==> src/hw/rtl/wsh_pkg.sv <==
// ----------------------------------------------------------------------------
// wsh_pkg
// Shared constants and types for the window stack hit test block.
// ----------------------------------------------------------------------------
package wsh_pkg;

    localparam int MAX_WINDOWS_DEF = 16;
    localparam int CASCADE_STEPS   = 6;
    localparam int CASCADE_SHIFT   = 5;   // 32 pixels per cascade step

    localparam logic [12:0] OUT_W_RST = 13'd1024;
    localparam logic [12:0] OUT_H_RST = 13'd768;

    localparam logic [2:0] OP_ALLOC = 3'd0;
    localparam logic [2:0] OP_FREE  = 3'd1;
    localparam logic [2:0] OP_RAISE = 3'd2;
    localparam logic [2:0] OP_RECT  = 3'd3;
    localparam logic [2:0] OP_PLACE = 3'd4;
    localparam logic [2:0] OP_HIT   = 3'd5;
    localparam logic [2:0] OP_FOCUS = 3'd6;

    localparam logic CFG_OUT_W = 1'b0;
    localparam logic CFG_OUT_H = 1'b1;

    typedef struct packed {
        logic [11:0]        h;
        logic [11:0]        w;
        logic signed [15:0] y;
        logic signed [15:0] x;
    } rect_t;

endpackage

==> src/hw/rtl/wsh_rect_ram.sv <==
// ----------------------------------------------------------------------------
// wsh_rect_ram
// Window rectangle store: one write and one registered read per cycle,
// entries read as zero until first written after reset.
// ----------------------------------------------------------------------------
module wsh_rect_ram #(
    parameter int DEPTH = 16,
    parameter int AW    = 4
) (
    input  logic          aclk,
    input  logic          aresetn,
    input  logic          we,
    input  logic [AW-1:0] waddr,
    input  wsh_pkg::rect_t wdata,
    input  logic [AW-1:0] raddr,
    output wsh_pkg::rect_t rdata
);
    import wsh_pkg::*;

    rect_t            mem [DEPTH];
    rect_t            q_reg;
    logic             qv_reg;
    logic [DEPTH-1:0] vld_reg;

    always_ff @(posedge aclk) begin
        if (we) begin
            mem[waddr] <= wdata;
        end
        q_reg <= mem[raddr];
    end

    always_ff @(posedge aclk) begin
        if (!aresetn) begin
            vld_reg <= '0;
            qv_reg  <= 1'b0;
        end else begin
            qv_reg <= vld_reg[raddr];
            if (we) begin
                vld_reg[waddr] <= 1'b1;
            end
        end
    end

    assign rdata = qv_reg ? q_reg : '0;

endmodule

==> config.mk <==
export PLATFORM = sky130hd
export DESIGN_NAME = wsh_rect_ram
export DESIGN_NICKNAME = d
export VERILOG_FILES = /design/src/hw/rtl/wsh_pkg.sv /design/src/hw/rtl/wsh_rect_ram.sv
export SDC_FILE = /design/constraint.sdc
export NUM_CORES = 1
export LEC_CHECK = 0
export BUFFER_PORTS_ARGS = -buffer_cell sky130_fd_sc_hd__buf_2
export CORE_MARGIN = 4
export CORE_UTILIZATION = 55
export DETAILED_ROUTE_END_ITERATION = 10
export PLACE_DENSITY = 0.8
export SYNTH_ARGS = -nofsm -noshare
export SYNTH_HDL_FRONTEND = slang
export SYNTH_SLANG_ARGS = --single-unit
export TNS_END_PERCENT = 30
==> constraint.sdc <==
create_clock -name aclk -period 5.6 [get_ports aclk]
set_clock_uncertainty 0.1 [all_clocks]
set_input_delay 0.28 -clock aclk [delete_from_list [all_inputs] [get_ports aclk]]
set_output_delay 0.28 -clock aclk [all_outputs]
set_load 0.01 [all_outputs]
==> results.yml <==
timing:
  fin_crit_ns: 2.664
  rsz0062_at_grt: "no"
  max_slew_margin_pct: 17.01
  fmax_ghz: 0.3753
  tightest_slew_ns: 1.242
  fin_crit_sh_pct: 47.58
  final_max_slew_viol_count: 0
  finalSetupTns_ns: 0
  finalHoldViolations: 0
  setup_viol: 0
detailed_routing:
  drc: 0
  avgRoutedWirePerCell_um: 29.54
  drt_iter0_drc: 2281
  routed_via_density: 6.347
  drt-pass1-iter-count: 7
  wirelength_um: 80150
  vias: 17220
  ant_nets: 0
clock_network:
  clk_latency_ns: 0.64
  root_buffer: "clkbuf_16"
  clkSinkCount: 969
  max-clock-path-buffers: 3
  cts_buffers: 91
  h-tree-depth: 3
  cts_tree: "built"
  clk_pin_slew_worst_paths_ns: 0.06
  ctsResizeCount: 0
floorplan:
  pin_count: 123
  die_area_sq_um: 68920
  coreArea_sq_um: 64350
  dieWidth_um: 262.5
  start_util_pct: 55.37
  dieHeight_um: 262.5
  rows: 93
logic_synthesis:
  ys_ff_latch: 969
  syn_area_sq_um: 35630
  synth_area_per_cell_sq_um: 22.84
  synth_area_leaders: "edfxtp_1 76%, mux4_2 14%, dfxtp_1 4.1%"
  yosys_warnings: 0
  yosysSeqAreaShare_pct: 79.62
  postSynthNetCount: 1627
  yosysUniqueCellTypes: 22
  syn-instance-count: 1560
  yosysTopAreaCell: "edfxtp_1"
  synth.top_cell.area_share_pct: 75.51
global_routing:
  grt_use_total_pct: 23.33
  grt_pass1_vias: 18360
  overflow: 0
  grt_pass1_wl_um: 120200
  grt_max_degree: 127
  antenna_found_initial: 5
power_and_ir_drop:
  p_sw_mw: 3.116
  clkPwrFrac_pct: 40.5
  peakVddDrop_uv: 250.5
  pwr-share-seq_pct: 54.7
  power_leakage_nw: 13.34
  power_mw: 14.92
  internal-power_mw: 11.80
  powerDensity_nw_per_um2: 365.2
  combPwrFrac_pct: 4.8
  switching_share_pct: 20.89
finish:
  layout_commonest_cell: "edfxtp_1"
  mostFrequentLayoutCells: "896 x edfxtp_1, 226 x mux4_2, 120 x buf_2, 112 x a22oi_1, 94 x clkbuf_16"
  final_core_util_pct: 63.47
  largest_register_ffs: 896
  fin_nets: 1848
  fillers: 4025
  multi_input_comb_area_sq_um: 6973
  area_growth_pct: 14.62
  register_area_sq_um: 28370
  n_antenna_cell: 0
  drive_above_1_share_pct: 28.90
setup_path:
  crit_type: "input pin to flop"
  cp_data_arrival_time_ns: 3.08
  cp-start-kind: "input pin"
  worstSetupEndpointType: "flop"
  crit_required_ns: 6.02
  cp_max_fo: 84
placed_design:
  gp_congestion: 0.7265
  place_hpwl_um: 38010
  port_buffers: 122
hold_path:
  min_path_type: "input pin to flop"
job:
  cap_viol_max_count: 0
status:
  status: "finished clean"
[cell families (layout without fill, tap and decap cells)]
kind of cell    count (synthesis)  in the layout  synth area share, %
compound gates                131            131                2.757
simple gates                  146            146                2.040
mux                           230            230                14.40
buf+inv                        84            382                1.190
flops                         969            969                79.62
[timing repair]
item                                   4_1_cts  5_1_grt
hold buffers                                60        0
endpoints found under the hold margin      913        0
buffers inserted                             0        0
[metal layers]
layer / track usage [%] / routed length (um) / vias up
li1: - / - / 6993
met1: 32.08 / 29760 / 9027
met2: 38.16 / 40440 / 1042
met3: 4.971 / 7747 / 150
met4: 7.576 / 2157 / 8
met5: 0 / 46 / -
[worst max-delay path: stages]
cell	delay, ns
buf_8	0.63
buf_12	0.43
mux4_2	0.57
o211ai_1	0.23
o22ai_1	0.13
dlygate4sd3_1	0.57
[power by group through the flow]
stage / Combinational [mW] / Clock (mW) / Sequential [mW]
floorplan: 0.416 / 0 / 8.27
global placement: 0.651 / 0 / 8.29
detailed placement: 0.674 / 0 / 8.30
CTS: 0.722 / 6.11 / 8.16
global route: 0.770 / 6.45 / 8.16
finish: 0.718 / 6.04 / 8.16
[stage by stage]
step	cell area, sq um	worst slack, ns	hold WS [ns]	std cells
global route	40840	2.709	0.3199	2713
CTS	40840	2.854	0.2613	2713
global placement	37280	2.725	0.3420	2483
detailed placement	37280	2.665	0.3551	2483
finish	40840	2.936	0.3042	2713
floorplan	35630	0.3749	0.2789	1560
[cell usage after synthesis]
| master | count |
|---|---|
| a22oi_1 | 112 |
| and2_1 | 57 |
| buf_1 | 24 |
| buf_2 | 18 |
| buf_4 | 1 |
| buf_6 | 11 |
| clkbuf_1 | 30 |
| dfxtp_1 | 73 |
| edfxtp_1 | 896 |
| mux2i_1 | 4 |
| mux4_2 | 226 |
| nand2_1 | 60 |
| nand2b_1 | 3 |
| nand3_1 | 3 |
| nand3b_1 | 2 |
| nor2_1 | 13 |
| nor2b_1 | 3 |
| nor3_1 | 4 |
| o211ai_1 | 2 |
| o21a_1 | 16 |
| o22ai_1 | 1 |
| or3b_1 | 1 |
[final timing paths]
path,from,endpoint,slack (ns),depth (start not counted)
hold reg to reg,vld_reg[6],vld_reg[6],0.37,1
setup / recovery,raddr[0],qv_reg,2.94,6
hold / removal,raddr[2],q_reg[6],0.30,4
setup reg to reg,vld_reg[1],qv_reg,3.68,4
[cell type report]
type | instances | share of cell area (%)
Multi-Input combinational cell | 507 | 17.07
Clock inverter | 43 | 0.8823
Clock buffer | 127 | 6.366
Timing Repair Buffer | 212 | 3.597
Tap cell | 855 | 2.619
Sequential cell | 969 | 69.46
No activity file was read; power rests on OpenSTA's default activity.
